`src/hdl/ladq_pkg.sv`:
```
// shared constants, types and codes for the linear array deque
`default_nettype none

package ladq_pkg;

  localparam int DEPTH    = 8;
  localparam int IDX_W    = $clog2(DEPTH + 1);
  localparam int ADDR_W   = $clog2(DEPTH);
  localparam int DATA_W   = 32;
  localparam int OP_W     = 2;
  localparam int ST_W     = 2;
  localparam int IN_TDATA_W  = ((OP_W + DATA_W + 7) / 8) * 8;
  localparam int OUT_TDATA_W = ((ST_W + DATA_W + 7) / 8) * 8;

  typedef enum logic [OP_W-1:0] {
    OP_INS_REAR  = 2'd0,
    OP_DEL_REAR  = 2'd1,
    OP_INS_FRONT = 2'd2,
    OP_DEL_FRONT = 2'd3
  } op_t;

  typedef enum logic [ST_W-1:0] {
    ST_OK    = 2'd0,
    ST_OVER  = 2'd1,
    ST_UNDER = 2'd2
  } status_t;

  typedef enum logic {
    S_IDLE,
    S_LOAD
  } state_t;

  typedef struct packed {
    logic exec;
    logic load;
  } dp_cmd_t;

  typedef struct packed {
    logic out_free;
  } dp_stat_t;

endpackage

`default_nettype wire

```
`src/hdl/linear_array_deque.sv`:
```
// top level of the linear array deque: controller plus datapath
// result path: execute edge, then load edge once the output register is free
// a new input transaction is not accepted until the previous result has been loaded
// a new input transaction is taken while a finished result still waits at the output
// reset: synchronous active-low rst_n clears indices, state and output valid
// slot contents are not cleared; a slot is always written before it is read
`default_nettype none

module linear_array_deque
  import ladq_pkg::*;
(
  input  wire logic                   clk,
  input  wire logic                   rst_n,
  // input transaction: [1:0] operation, [33:2] value, [39:34] zero
  input  wire logic                   in_tvalid,
  output logic                        in_tready,
  input  wire logic [IN_TDATA_W-1:0]  in_tdata,
  // result transaction: [1:0] status, [33:2] removed_value, [39:34] zero
  output logic                        out_tvalid,
  input  wire logic                   out_tready,
  output logic [OUT_TDATA_W-1:0]      out_tdata
);

  // command and status between controller and datapath
  dp_cmd_t  cmd;
  dp_stat_t stat;

  // controller: accepts in idle, then waits for a free output register
  ladq_ctrl u_ctrl (
    .clk       (clk),
    .rst_n     (rst_n),
    .in_tvalid (in_tvalid),
    .in_tready (in_tready),
    .stat      (stat),
    .cmd       (cmd)
  );

  // datapath: index update and slot access on execute, result capture on load
  ladq_dp u_dp (
    .clk        (clk),
    .rst_n      (rst_n),
    .in_tdata   (in_tdata),
    .cmd        (cmd),
    .stat       (stat),
    .out_tvalid (out_tvalid),
    .out_tready (out_tready),
    .out_tdata  (out_tdata)
  );

endmodule

`default_nettype wire

```
`src/hdl/ladq_ctrl.sv`:
```
// controller state machine: sequences execute and result load
`default_nettype none

module ladq_ctrl
  import ladq_pkg::*;
(
  input  wire logic     clk,
  input  wire logic     rst_n,
  input  wire logic     in_tvalid,
  output logic          in_tready,
  input  wire dp_stat_t stat,
  output dp_cmd_t       cmd
);

  state_t state_r;
  state_t state_nxt;

  always_ff @(posedge clk) begin
    if (!rst_n) begin
      state_r <= S_IDLE;
    end else begin
      state_r <= state_nxt;
    end
  end

  always_comb begin
    state_nxt = state_r;
    in_tready = 1'b0;
    cmd       = '0;
    unique case (state_r)
      S_IDLE: begin
        in_tready = 1'b1;
        if (in_tvalid) begin
          cmd.exec  = 1'b1;
          state_nxt = S_LOAD;
        end
      end
      S_LOAD: begin
        // wait for the output register to free up
        if (stat.out_free) begin
          cmd.load  = 1'b1;
          state_nxt = S_IDLE;
        end
      end
      default: begin
        state_nxt = S_IDLE;
      end
    endcase
  end

endmodule

`default_nettype wire

```
`src/hdl/ladq_dp.sv`:
```
// datapath: front and rear indices, slot memory and output register
`default_nettype none

module ladq_dp
  import ladq_pkg::*;
(
  input  wire logic                   clk,
  input  wire logic                   rst_n,
  input  wire logic [IN_TDATA_W-1:0]  in_tdata,
  input  wire dp_cmd_t                cmd,
  output dp_stat_t                    stat,
  output logic                        out_tvalid,
  input  wire logic                   out_tready,
  output logic [OUT_TDATA_W-1:0]      out_tdata
);

  op_t               op;
  logic [DATA_W-1:0] value;
  logic              empty;
  logic [IDX_W-1:0]  front_r, front_nxt;
  logic [IDX_W-1:0]  rear_r, rear_nxt;
  logic [IDX_W-1:0]  front_m1, rear_m1;
  status_t           st;
  logic              wr_en, rd_en;
  logic [IDX_W-1:0]  wr_idx, rd_idx;

  logic [DATA_W-1:0] mem [DEPTH];
  logic [DATA_W-1:0] rdata_r;
  status_t           st_r;
  logic              del_ok_r;
  logic [DATA_W-1:0] removed;

  logic                   out_tvalid_r;
  logic [OUT_TDATA_W-1:0] out_tdata_r;

  assign op       = op_t'(in_tdata[OP_W-1:0]);
  assign value    = in_tdata[OP_W+DATA_W-1:OP_W];
  assign empty    = front_r >= rear_r;
  assign front_m1 = front_r - IDX_W'(1);
  assign rear_m1  = rear_r - IDX_W'(1);

  always_comb begin
    front_nxt = front_r;
    rear_nxt  = rear_r;
    st        = ST_OK;
    wr_en     = 1'b0;
    rd_en     = 1'b0;
    wr_idx    = rear_r;
    rd_idx    = front_r;
    unique case (op)
      OP_INS_REAR: begin
        if (rear_r == IDX_W'(DEPTH)) begin
          st = ST_OVER;
        end else begin
          wr_en    = 1'b1;
          wr_idx   = rear_r;
          rear_nxt = rear_r + IDX_W'(1);
        end
      end
      OP_DEL_REAR: begin
        if (empty) begin
          st = ST_UNDER;
        end else begin
          rd_en    = 1'b1;
          rd_idx   = rear_m1;
          rear_nxt = rear_m1;
        end
      end
      OP_INS_FRONT: begin
        if (front_r == '0) begin
          st = ST_OVER;
        end else begin
          wr_en     = 1'b1;
          wr_idx    = front_m1;
          front_nxt = front_m1;
        end
      end
      OP_DEL_FRONT: begin
        if (empty) begin
          st = ST_UNDER;
        end else begin
          rd_en     = 1'b1;
          rd_idx    = front_r;
          front_nxt = front_r + IDX_W'(1);
        end
      end
      default: begin
        st = ST_OK;
      end
    endcase
  end

  always_ff @(posedge clk) begin
    if (!rst_n) begin
      front_r <= '0;
      rear_r  <= '0;
    end else if (cmd.exec) begin
      front_r <= front_nxt;
      rear_r  <= rear_nxt;
    end
  end

  // slot memory, registered read
  always_ff @(posedge clk) begin
    if (cmd.exec && wr_en) begin
      mem[wr_idx[ADDR_W-1:0]] <= value;
    end
    if (cmd.exec && rd_en) begin
      rdata_r <= mem[rd_idx[ADDR_W-1:0]];
    end
  end

  always_ff @(posedge clk) begin
    if (cmd.exec) begin
      st_r     <= st;
      del_ok_r <= rd_en;
    end
  end

  assign removed = del_ok_r ? rdata_r : '0;

  always_ff @(posedge clk) begin
    if (!rst_n) begin
      out_tvalid_r <= 1'b0;
    end else if (cmd.load) begin
      out_tvalid_r <= 1'b1;
    end else if (out_tready) begin
      out_tvalid_r <= 1'b0;
    end
  end

  always_ff @(posedge clk) begin
    if (cmd.load) begin
      out_tdata_r <= {{(OUT_TDATA_W-ST_W-DATA_W){1'b0}}, removed, st_r};
    end
  end

  assign out_tvalid    = out_tvalid_r;
  assign out_tdata     = out_tdata_r;
  assign stat.out_free = !out_tvalid_r || out_tready;

  a_idx_order: assert property (@(posedge clk) disable iff (!rst_n)
    (front_r <= rear_r) && (rear_r <= IDX_W'(DEPTH)))
    else $error("deque indices out of order");

  a_refused_stable: assert property (@(posedge clk) disable iff (!rst_n)
    (cmd.exec && (st != ST_OK)) |=> ($stable(front_r) && $stable(rear_r)))
    else $error("refused transaction moved an index");

  a_del_front_step: assert property (@(posedge clk) disable iff (!rst_n)
    (cmd.exec && (op == OP_DEL_FRONT) && !empty)
      |=> (front_r == $past(front_r) + IDX_W'(1)))
    else $error("front delete did not advance front index");

  a_load_valid: assert property (@(posedge clk) disable iff (!rst_n)
    cmd.load |=> out_tvalid_r)
    else $error("loaded result not presented");

endmodule

`default_nettype wire
```
`config.mk`:
```
export PLATFORM = sky130hd
export DESIGN_NAME = linear_array_deque
export DESIGN_NICKNAME = d
export VERILOG_FILES = /design/src/hdl/ladq_pkg.sv /design/src/hdl/linear_array_deque.sv /design/src/hdl/ladq_ctrl.sv /design/src/hdl/ladq_dp.sv
export SDC_FILE = /design/constraint.sdc
export NUM_CORES = 1
export LEC_CHECK = 0
export ABC_AREA = 1
export ABC_CLOCK_PERIOD_IN_PS = 4000
export BUFFER_PORTS_ARGS = -buffer_cell sky130_fd_sc_hd__buf_4
export CORE_ASPECT_RATIO = 0.6
export CORE_MARGIN = 2
export CORE_UTILIZATION = 55
export CTS_CLUSTER_SIZE = 28
export DETAILED_ROUTE_END_ITERATION = 12
export GPL_ROUTABILITY_DRIVEN = 1
export GPL_TIMING_DRIVEN = 0
export PLACE_DENSITY_LB_ADDON = 0.25
export SETUP_SLACK_MARGIN = 0.1
export SLEW_MARGIN = 20
export SYNTH_ARGS = -nofsm -noshare
export SYNTH_HDL_FRONTEND = slang
export SYNTH_HIERARCHICAL = 1
export SYNTH_SLANG_ARGS = --single-unit
```
`constraint.sdc`:
```
create_clock -name clk -period 4 [get_ports clk]
set_input_delay 0.6 -clock clk [delete_from_list [all_inputs] [get_ports clk]]
set_output_delay 0.6 -clock clk [all_outputs]
set_load 0.02 [all_outputs]
```
Yosys cells after proc, flatten, opt, wreduce, memory -nomap -nowiden:

Memories as Yosys holds them, arrays and structs flattened. A register that Yosys moved wholly into a read port is not among the register bits.
Cells that the tools add are included.

* $add $sub $neg: 4
* magnitude comparators: 1
* equal/unequal tests: 8
* mux-type cells: 30
* bitwise operators: 1
* reduce and logical (&&, ||, !) cells: 12

Operator list (number)
* 2-to-1 mux 1 bit: 16
* 2-to-1 mux 4 bit: 4
* one-hot mux 4 bit (2 select lines): 2
* 2-to-1 mux 3 bit: 4
* adder 4 x 1 -> 4 bit (second input constant): 2
* inequality test 2 bit (second input constant): 4
* AND reduction 4 bit: 2
* subtractor 4 x 1 -> 4 bit (second input constant): 2
* one-hot mux 2 bit (3 select lines): 1
* nonzero test 2 bit: 3
* equality test 2 bit (second input constant): 2
* equality test 4 bit (second input constant): 1
* >= comparator 4 bit: 1
* zero test 4 bit: 1
* one-hot mux 1 bit (2 select lines): 2
* equality test 2 x 1 -> 1 bit (second input constant): 1
* logical AND 1 bit: 2
* zero test 2 bit: 1
* 2-to-1 mux 2 bit: 1
* OR reduction 2 bit: 1
* zero test 1 bit: 1
* logical OR 1 bit: 1
* inverter 1 bit: 1

* register bits: 47
* bits in writable memories: 256
* input port bits: 44
* output and inout bits: 42
* memories kept: 1

Memories
* u_dp.mem: words 8, width 32, read ports 1, clocked after memory_dff 1, wr ports 1, line ladq_dp.sv:27 `logic [DATA_W-1:0] mem [DEPTH];`

Logic depth before layout (Yosys ltp):

Gate-level depths: netlist of run 1.

* depth in word-level cells: 6
* mapped depth: 16
* mapped depth without buffers: 14

Modules after synthesis:

Netlist of run 1, hierarchy kept.

Modules (own cells, without submodules)
* ladq_dp: times used 1, cells an instance 1343, area each 14480.1 um2, seq. area each 9939.5 um2
* ladq_ctrl: times used 1, cells an instance 9, area each 50.0 um2, seq. area each 20.0 um2

Least setup slack after synthesis of run 1:

OpenSTA, ideal clock, no wires.

* kind: register to register
* start point: register u_dp.rear_r[2]
* end point: register u_dp.rdata_r[0], read port of u_dp.mem, enable pin
* setup time: 461 ps
* arrival time: 3449 ps
* path slack: 90 ps
* cell stages (with the launch flop): 7
* path buffers: 1
* clock period less this slack: 3910 ps
* path through: dfxtp_1 > clkbuf_1 > inv_1 > ha_1 > a21oi_2 > nand2_1 > nor3_1

* cells in the longest elaborated chain, start to end: 4
* elaborated cells between the ends (all ways): 7
* classes of those cells: 1 x add/sub; 1 x order compare; 4 x mux; 1 x reduce/logical

Ends and longest elaborated chain
* start, declared: line ladq_dp.sv:21 `logic [IDX_W-1:0] rear_r, rear_nxt;`
* start signal, assigned: line ladq_dp.sv:99 `rear_r <= rear_nxt;`
* >= comparator 4 bit: line ladq_dp.sv:38 `assign empty = front_r >= rear_r;`
* 2-to-1 mux 1 bit: line ladq_dp.sv:61, ladq_dp.sv:79
* 2-to-1 mux 1 bit
* logical AND 1 bit: line ladq_dp.sv:108 `if (cmd.exec && rd_en) begin`
* end, declared: line ladq_dp.sv:28 `logic [DATA_W-1:0] rdata_r;`

Several ways; a longest one is shown, not always the timed one.
A chain may end at the register's enable or synchronous reset.

Worst setup path in the final report of run 1:

* start point: register u_dp.rear_r[2]
* end point: register u_dp.rdata_r[24], read port of u_dp.mem (data pin)

Same word-level chain as after synthesis.

==> results of run 1 <==
area by class of cell:
class	instances	area [sq um]	share of cell area, %
Buffer	66	334.1	1.992
Multi-Input combinational cell	697	3354	20.00
Inverter	259	972.2	5.798
Clock inverter	13	62.56	0.3731
Sequential cell	335	9960	59.39
Tap cell	360	450.4	2.686
Clock buffer	44	824.5	4.917
Timing Repair Buffer	84	810.8	4.835
Yosys cell counts, drive strengths merged:
cell,n
a211oi,2
a21oi,10
buf,41
clkbuf,25
conb,1
dfxtp,10
edfxtp,325
ha,9
inv,259
nand2,392
nand3,162
nand3b,64
nand4,5
nor2,20
nor3,4
nor4,1
o211ai,1
o21a,1
o21ai,10
o22ai,3
or2,2
xnor2,3
xor2,2
worst register-to-register path, stage by stage, from the launching register on:
cell      delay (ns)
dfxtp_1         0.30
clkbuf_1        0.33
inv_1           0.11
ha_1            0.29
nand2_1         0.05
inv_1           0.09
nand2_1         0.13
nand4_2         0.23
buf_2           0.31
clkbuf_1        0.53
nand3_1         0.15
nand3_1         0.13
nand2_1         0.06
nand2_1         0.07
nand2_1         0.11
metrics by stage:
step / setup TNS (ns) / std cells
detailed placement: 0 / 1801
global route: 0 / 1858
floorplan: 0 / 1357
CTS: 0 / 1858
finish: 0 / 1858
global placement: -113.27 / 1790
state kept, by name, summed over array words and instances, names as in the netlist:
name	count
u_dp/mem	256
u_dp/out_tdata	34
u_dp/rdata_r	32
u_dp/front_r	4
u_dp/rear_r	4
u_dp/st_r	2
u_ctrl/state_r	1
u_dp/del_ok_r	1
u_dp/out_tvalid	1
power by group:
part           switching [mW]  internal, mW
sequential             0.0325          3.98
clock                    1.22          1.43
combinational           0.766         0.345
cells by family after synthesis:
group | Yosys count | share of synthesized area [%]
simple gates | 650 | 20.29
fa+ha+maj | 9 | 0.7750
compound gates | 27 | 1.076
flops | 335 | 68.54
xor+xnor | 5 | 0.3014
buf+inv | 325 | 8.990
other cells | 1 | 0.02581
per-layer routing:
layer  vias up  global-route usage, %
li1       4626                      -
met1      4556                  36.28
met2       454                  36.78
met3        58                  4.091
met4         0                  6.822
met5         -                      0
worst max-delay path by stage:
stage	start	endpoint	slack [ns]	depth (start not counted)
final	u_dp/rear_r[2]$_SDFFE_PN0P_	u_dp/rdata_r[24]$_DFFE_PP_	0.85	14
after global routing	u_dp/rear_r[2]$_SDFFE_PN0P_	u_dp/rdata_r[30]$_DFFE_PP_	0.62	14
after CTS	u_dp/rear_r[2]$_SDFFE_PN0P_	u_dp/rdata_r[30]$_DFFE_PP_	0.91	14
after detailed placement	u_dp/rear_r[2]$_SDFFE_PN0P_	u_dp/rdata_r[30]$_DFFE_PP_	0.93	14
after global placement	u_dp/front_r[0]$_SDFFE_PN0P_	u_dp/mem[7][9]$_DFFE_PP_	-0.64	7
after floorplan	u_dp/front_r[0]$_SDFFE_PN0P_	u_dp/mem[0][0]$_DFFE_PP_	0.95	7
==> flow_summary_export.csv, run 1 <==
group,metric,value,unit
run_status,outcome,"completed",
grt,antenna_found_initial,0,
pwr,ir_worst_vdd,0.3503,mV
sta,fmax,317.9,MHz
die,die_y,129.9,um
clock_network,cts-resized-gates,0,
sta,period_share,78.64,%
detailed_routing,met1Wirelength,14810,um
synthesis,synth_cell_types,34,
worst_setup_path,arrival,3.44,ns
worst_setup_path,cpPeakStageDelay,0.52,ns
synthesis,synth_area_leaders,"edfxtp_1 (67%), nand2_1 (10%), inv_1 (6.6%)",
pwr,powerDensity,463.2,mW/mm^2
grt,overflow,0,
sta,rsz0062_at_grt,"false",
worst_setup_path,start_kind,"flip-flop",
clock_network,ctsHoldBuffers,0,
worst_hold_path,min-delay-start,"in_tdata[13]",
placement,dpl_cell_area,0.01588,sq mm
placement,io_buffers,73,
clock_network,root_buffer,"clkbuf_16",
worst_setup_path,reg2reg_from,"u_dp/rear_r[2]$_SDFFE_PN0P_",
detailed_routing,via_per_inst,5.217,
detailed_routing,post-route-drc-count,0,
grt,grt_pass1_vias,9042,
die,die-area,0.02778,sq mm
pwr,power_leakage,7.288,nW
synthesis,ys_ff_latch,335,
grt,grt_max_degree,22,
placement,hpwlAfterDp,22550,um
clock_network,clk_path_buf_depth,3,
detailed_routing,routedWlPerCell,17.66,um
synthesis,synth_top_area_share,67.17,%
cells_and_area,n_antenna_cell,0,
cells_and_area,stdcell_area,0.01677,sq mm
die,io_pins,86,
detailed_routing,antenna_left,0,
flow_run,maxCapViolCount,0,
cells_and_area,areaGrowthSynthToFinish,15.41,%
detailed_routing,vias,9694,
synthesis,ys_warn_count,6,
sta,slew-limit-headroom,49.92,%
sta,period_needed,3.146,ns
cells_and_area,nets,1527,
worst_setup_path,endpoint_kind,"flip-flop",
clock_network,clk_pin_slew,0.06,ns
detailed_routing,maxUsedRoutingLayer,"met4",
clock_network,cts_inserted_buffers,31,
grt,grt_pass1_wl,49980,um
clock_network,clock-sinks,335,
clock_network,cts_tree,"built",
worst_setup_path,worst-path-max-fanout,10,
synthesis,syn_avg_cell_area,10.75,sq um
clock_network,post_cts_buffers,0,
cells_and_area,fill_cells,2031,
detailed_routing,drt_iter0_markers,912,
die,die_w,213.8,um
worst_setup_path,critPathTopFamily,"buffers and inverters",
cells_and_area,final_cell_mix,"nand2_1 (391), edfxtp_1 (325), inv_1 (255)",
worst_setup_path,reg2regPathDepth,14,
placement,post-place-ws,0.9259,ns
sta,tightest_slew,0.7495,ns
sta,setup_viol,0,
sta,hold_ws,0.2488,ns
detailed_routing,wl_met3,3007,um
synthesis,yosysTopAreaCell,"edfxtp_1",
cells_and_area,drive_above_1_share,11.95,%
synthesis,ys_seq_area_share,68.54,%
detailed_routing,met2_length,14230,um
detailed_routing,drt-pass1-iter-count,5,
worst_hold_path,min_to,"u_dp/mem[4][11]$_DFFE_PP_",
sta,setup_ws,0.8545,ns
worst_setup_path,rrSetupSlack,0.85,ns
cells_and_area,final_common_cell,"nand2_1",
sta,worst_clock_skew,0.02664,ns
worst_hold_path,min_path_cells,1,
clock_network,clock_latency,0.58,ns
sta,hold_viol,0,
clock_network,h-tree-depth,1,
worst_setup_path,worst-path-buf-inv,5,
worst_setup_path,cp_cell_sequence,"clkbuf_1 > inv_1 > ha_1 > nand2_1 > inv_1 > nand2_1 > nand4_2 > buf_2 > clkbuf_1 > nand3_1 > nand3_1 > nand2_1 > nand2_1 > nand2_1",
worst_hold_path,hold_class,"in2reg",
worst_setup_path,crit_top_cell,"nand2_1",
cells_and_area,post-route-util,64.03,%
pwr,p_total,7.767,mW
synthesis,synth.cell_area,0.01453,sq mm
die,rows,46,
detailed_routing,routed_wl,32820,um
die,start_util,55.48,%
synthesis,syn_inst,1352,
die,coreArea,0.02619,sq mm
grt,grtUsageTotal,24.17,%
worst_setup_path,worstSetupPathType,"reg2reg",
worst_setup_path,required,4.29,ns
sta,slew_viol_final,0,
worst_setup_path,slowest_stage,"clkbuf_1",
worst_setup_path,rr_endpoint,"u_dp/rdata_r[24]$_DFFE_PP_",
placement,routabilityCongestion,0.8477,
Note: power is estimated with default switching activity, not from simulation.
==> run 2, diff against run 1 <==
--- a/config.mk
+++ b/config.mk
@@ -6,7 +6,7 @@
 export NUM_CORES = 1
 export LEC_CHECK = 0
 export ABC_AREA = 1
-export ABC_CLOCK_PERIOD_IN_PS = 4000
+export ABC_CLOCK_PERIOD_IN_PS = 2650
 export BUFFER_PORTS_ARGS = -buffer_cell sky130_fd_sc_hd__buf_4
 export CORE_ASPECT_RATIO = 0.6
 export CORE_MARGIN = 2
==> constraint.sdc (replaced) <==
create_clock -name clk -period 2.65 [get_ports clk]
set_input_delay 0.3975 -clock clk [delete_from_list [all_inputs] [get_ports clk]]
set_output_delay 0.3975 -clock clk [all_outputs]
set_load 0.02 [all_outputs]
==> flow_summary_export.csv, run 2 (synthesis gave the netlist of run 1 again) <==
group,metric,value,unit
cells_and_area,stdcell_count,1873,
cells_and_area,areaGrowthSynthToFinish,18.72,%
clock_network,root_buffer,"clkbuf_16",
placement,placed_cells,1802,
die,die_w,213.8,um
sta,period_needed,2.527,ns
worst_hold_path,hold_class,"in2reg",
flow_run,maxCapViolCount,0,
pwr,p_total,11.90,mW
cells_and_area,nets,1542,
die,die-area,0.02778,sq mm
die,rows,46,
detailed_routing,routed_wl,32760,um
placement,routabilityCongestion,0.8529,
grt,grt_max_degree,27,
sta,hold_viol,0,
detailed_routing,routedWlPerCell,17.49,um
cells_and_area,final_cell_mix,"nand2_1 (384), edfxtp_1 (325), inv_1 (254)",
cells_and_area,post-route-util,65.87,%
run_status,outcome,"completed",
worst_setup_path,required,2.95,ns
placement,dpl_cell_area,0.01589,sq mm
worst_setup_path,cp_cell_sequence,"inv_1 > ha_1 > nand2_1 > o211ai_1 > a21oi_1 > nand2_2 > nor2_4 > buf_16 > buf_16",
worst_setup_path,start_kind,"flip-flop",
placement,hpwlAfterDp,21710,um
detailed_routing,vias,9688,
cells_and_area,final_common_cell,"nand2_1",
clock_network,clk_pin_slew,0.07,ns
worst_setup_path,arrival,2.82,ns
clock_network,h-tree-depth,1,
clock_network,clock_latency,0.59,ns
pwr,ir_worst_vdd,0.4731,mV
detailed_routing,drt-pass1-iter-count,7,
pwr,powerDensity,689.9,mW/mm^2
detailed_routing,drt_iter0_markers,1172,
clock_network,clk_path_buf_depth,3,
worst_setup_path,worst-path-buf-inv,3,
detailed_routing,via_per_inst,5.172,
cells_and_area,largest_reg_flops,256,
die,io_pins,86,
sta,fmax,395.8,MHz
die,coreArea,0.02619,sq mm
sta,slew-limit-headroom,59.00,%
grt,grt_pass1_wl,49100,um
die,die_y,129.9,um
clock_network,cts_inserted_buffers,30,
detailed_routing,antenna_left,0,
sta,setup_viol,0,
worst_setup_path,critPathTopFamily,"simple AND/OR/NAND/NOR gates",
detailed_routing,post-route-drc-count,0,
placement,io_buffers,73,
cells_and_area,stdcell_area,0.01725,sq mm
clock_network,clock-sinks,335,
worst_setup_path,endpoint_kind,"flip-flop",
worst_setup_path,cpPeakStageDelay,0.49,ns
sta,rsz0062_at_grt,"true",
sta,slew_viol_final,0,
clock_network,cts_tree,"built",
grt,grt_pass1_vias,8731,
pwr,power_leakage,7.557,nW
worst_setup_path,worst-path-max-fanout,13,
worst_setup_path,slowest_stage,"dfxtp_1",
grt,grtUsageTotal,23.81,%
sta,fin_setup_tns,0,ns
grt,overflow,0,
sta,period_share,95.34,%
worst_setup_path,crit_top_cell,"buf_16",
worst_setup_path,worstSetupPathType,"reg2reg",
grt,antenna_found_initial,0,
die,start_util,55.48,%
sta,worst_clock_skew,0.03311,ns
cells_and_area,drive_above_1_share,15.41,%
sta,tightest_slew,0.6150,ns
==> run 2: area by class of cell <==
cell class / instances / area, sq um
Sequential cell: 335 / 9961
Inverter: 259 / 974.7
Clock inverter: 20 / 130.1
Fill cell: 1918 / 8937
Tap cell: 360 / 450.4
Multi-Input combinational cell: 697 / 3415
Timing Repair Buffer: 100 / 1040
Antenna cell: 1 / 2.502
Clock buffer: 35 / 769.5
Buffer: 66 / 508.0
==> run 2: stage by stage <==
step / setup slack (ns) / hold slack, ns
floorplan: -0.4042 / 0.4003
global placement: -2.008 / 0.4139
detailed placement: -0.3883 / 0.4124
CTS: 0.1030 / 0.02630
global route: 0.01526 / 0.02147
finish: 0.1234 / 0.04401
==> run 2: report_power, final <==
part           switching [mW]  total, mW  internal, mW
combinational            1.20       1.82         0.620
sequential             0.0479       6.05          6.01
clock                    1.85       4.02          2.17
total                    3.11       11.9          8.80
==> run 2: worst register-to-register path, stage by stage, from the launching register on <==
cell and delay (ns):
dfxtp_1 0.49, inv_1 0.20, ha_1 0.24, nand2_1 0.10, o211ai_1 0.11, a21oi_1 0.33
nand2_2 0.24, nor2_4 0.21, buf_16 0.18, buf_16 0.17
==> run 2: worst paths after layout <==
check                                                 start                           to  slack (ns)  depth (start not counted)
worst max-delay path            u_dp/rear_r[0]$_SDFFE_PN0P_     u_dp/mem[2][7]$_DFFE_PP_        0.12                          9
worst min-delay path                            in_tdata[7]     u_dp/mem[1][5]$_DFFE_PP_        0.04                          1
worst max register to register  u_dp/rear_r[0]$_SDFFE_PN0P_     u_dp/mem[2][7]$_DFFE_PP_        0.12                          9
worst min register to register       u_dp/st_r[0]$_DFFE_PP_  u_dp/out_tdata[0]$_DFFE_PP_        0.42                          0
==> run 2: repair_timing <==
action / CTS / global route
pin swaps: 8 / 2
hold buffers: 0 / 0
resized for setup: 46 / 67
cloned: 0 / 1
setup buffers: 9 / 5
endpoints found under the setup margin: 304 / 146
==> run 2: routing by layer <==
layer	vias up	GRT usage [%]	routed length, um
met5	-	0	0
met4	0	6.127	575
met3	55	3.706	2961
met2	393	35.66	14400
met1	4581	36.74	14830
li1	4659	-	-
==> run 3, diff against run 2 <==
--- a/config.mk
+++ b/config.mk
@@ -8,9 +8,12 @@
 export ABC_AREA = 1
 export ABC_CLOCK_PERIOD_IN_PS = 2650
 export BUFFER_PORTS_ARGS = -buffer_cell sky130_fd_sc_hd__buf_4
-export CORE_ASPECT_RATIO = 0.6
+export CAP_MARGIN = 20
+export CELL_PAD_IN_SITES_DETAIL_PLACEMENT = 0
+export CELL_PAD_IN_SITES_GLOBAL_PLACEMENT = 1
+export CORE_ASPECT_RATIO = 1.5
 export CORE_MARGIN = 2
-export CORE_UTILIZATION = 55
+export CORE_UTILIZATION = 44
 export CTS_CLUSTER_SIZE = 28
 export DETAILED_ROUTE_END_ITERATION = 12
 export GPL_ROUTABILITY_DRIVEN = 1
==> flow_summary_export.csv, run 3 (synthesis gave the netlist of run 1 again) <==
group,metric,value,unit
run_status,outcome,"completed",
placement,hpwlAfterDp,23970,um
cells_and_area,n_antenna_cell,0,
detailed_routing,post-route-drc-count,0,
detailed_routing,drt-pass1-iter-count,7,
grt,grtUsageTotal,20.90,%
clock_network,clock_latency,0.52,ns
detailed_routing,routedWlPerCell,18.40,um
pwr,powerDensity,716.0,mW/mm^2
sta,period_needed,2.443,ns
clock_network,cts_tree,"built",
worst_setup_path,critPathCapture,"u_dp/mem[7][30]$_DFFE_PP_",
die,io_pins,86,
pwr,ir_worst_vdd,0.4813,mV
sta,period_share,92.18,%
cells_and_area,largest_reg_flops,256,
detailed_routing,antenna_left,0,
die,coreArea,0.03253,sq mm
sta,worst_clock_skew,0.01179,ns
worst_setup_path,rrSetupSlack,0.21,ns
cells_and_area,fill_cells,2794,
sta,hold_viol,0,
pwr,power.switching,3.208,mW
cells_and_area,nets,1550,
die,rows,81,
sta,fmax,409.4,MHz
placement,post-place-ws,-0.5502,ns
die,die_y,226.6,um
worst_hold_path,min-delay-start,"in_tvalid",
pwr,p_sw_share,25.27,%
worst_setup_path,rr_endpoint,"u_dp/mem[7][30]$_DFFE_PP_",
cells_and_area,areaGrowthSynthToFinish,22.04,%
pwr,power.internal,9.488,mW
flow_run,maxCapViolCount,0,
detailed_routing,vias,9592,
grt,grt_max_degree,21,
sta,setup_ws,0.2071,ns
clock_network,clock-sinks,335,
worst_setup_path,arrival,2.67,ns
clock_network,clk_path_buf_depth,3,
worst_setup_path,startpoint,"u_dp/front_r[1]$_SDFFE_PN0P_",
detailed_routing,via_per_inst,4.957,
sta,rsz0062_at_grt,"true",
sta,fin_setup_tns,0,ns
detailed_routing,routed_wl,35610,um
detailed_routing,drt_iter0_markers,573,
grt,grt_pass1_wl,54300,um
cells_and_area,final_common_cell,"nand2_1",
cells_and_area,post-route-util,54.51,%
sta,slew_viol_final,0,
sta,tightest_slew,0.7411,ns
sta,setup_viol,0,
worst_setup_path,worstSetupPathType,"reg2reg",
clock_network,root_buffer,"clkbuf_16",
clock_network,h-tree-depth,2,
die,die_w,152.4,um
grt,overflow,0,
sta,hold_ws,0.1040,ns
placement,io_buffers,73,
clock_network,ctsHoldBuffers,0,
worst_setup_path,reg2regPathDepth,8,
grt,antenna_found_initial,0,
sta,slew-limit-headroom,50.59,%
grt,grt_pass1_vias,9647,
pwr,power_leakage,7.740,nW
worst_hold_path,hold_class,"in2reg",
pwr,power_frac_comb,14.8,%
cells_and_area,drive_above_1_share,16.58,%
pwr,clkPwrFrac,37.5,%
clock_network,clk_pin_slew,0.06,ns
placement,routabilityCongestion,0.8036,
die,die-area,0.03452,sq mm
die,start_util,44.66,%
worst_setup_path,reg2reg_from,"u_dp/front_r[1]$_SDFFE_PN0P_",
worst_setup_path,worst-path-max-fanout,13,
pwr,pwr-share-seq,47.7,%
cells_and_area,final_cell_mix,"nand2_1 (382), edfxtp_1 (325), inv_1 (253)",
clock_network,cts_inserted_buffers,34,
worst_setup_path,endpoint_kind,"flip-flop",
worst_setup_path,start_kind,"flip-flop",
worst_setup_path,required,2.87,ns
[run 3: changes by cell type in the layout (fill, tap and decap cells not counted), moves of 5 or more]
| cell | delta |
|---|---|
| buf_6 | -7 |
| clkbuf_4 | -5 |
| buf_8 | +5 |
| buf_4 | +5 |
| clkbuf_16 | +7 |
| buf_12 | +5 |
[run 3: power groups by stage]
stage / Sequential, mW / Combinational [mW] / Clock, mW
final: 6.05 / 1.89 / 4.76
after floorplan: 6.21 / 0.986 / 0
after detailed placement: 6.17 / 1.73 / 0
after CTS: 6.05 / 1.78 / 4.85
after global routing: 6.06 / 2.08 / 5.06
after global placement: 6.17 / 1.66 / 0
[run 3: per-stage QoR]
stage	cell area, sq um	total power, mW	instances
6_report	17730	12.70	1935
5_1_grt	17730	13.21	1935
4_1_cts	17490	12.69	1932
3_5_place_dp	16050	7.893	1860
3_3_place_gp	15630	7.827	1845
2_1_floorplan	14570	7.194	1357
[run 3: final cells by class]
cell class / count / area (sq um) / area share, %
Sequential cell: 335 / 9965 / 56.19
Multi-Input combinational cell: 697 / 3422 / 19.30
Timing Repair Buffer: 104 / 1154 / 6.505
Inverter: 259 / 979.7 / 5.525
Clock buffer: 41 / 940.9 / 5.306
Buffer: 66 / 586.8 / 3.309
Tap cell: 415 / 519.2 / 2.928
Clock inverter: 18 / 166.4 / 0.9384
[run 3: repair_timing]
| action | CTS | global route |
|---|---|---|
| pin swaps | 9 | 4 |
| setup endpoints to repair | 277 | 221 |
| resized for setup | 50 | 97 |
| setup buffers | 13 | 3 |
[run 3: how the worst min path moves through the flow]
stage,end,slack (ns),depth (start not counted)
2_1_floorplan,u_dp/out_tdata[0]$_DFFE_PP_,0.40,0
3_3_place_gp,u_dp/out_tdata[1]$_DFFE_PP_,0.41,0
3_5_place_dp,u_dp/out_tdata[0]$_DFFE_PP_,0.41,0
4_1_cts,u_dp/mem[3][0]$_DFFE_PP_,0.09,1
5_1_grt,u_dp/mem[1][22]$_DFFE_PP_,0.1,1
6_report,u_ctrl/state_r$_SDFF_PN0_,0.10,3
[run 3: layer usage]
layer  wire length, um  global-route usage (%)  up-vias  part of all wire [%]
met2             18630                   37.77      238                    52
met4              1309                   9.768        0                   3.7
li1                  -                       -     4666                     -
met5                 0                       0        -                     0
met3              1817                   3.479       74                   5.1
met1             13850                   24.29     4614                    39
[run 3: critical path: stages (launching register included)]
cell     delay [ns]
dfxtp_1        0.43
inv_1          0.11
ha_1           0.23
nand3_1        0.12
nand2_1        0.17
a21oi_1        0.35
nand2_2        0.23
nor2_4         0.30
buf_16         0.20
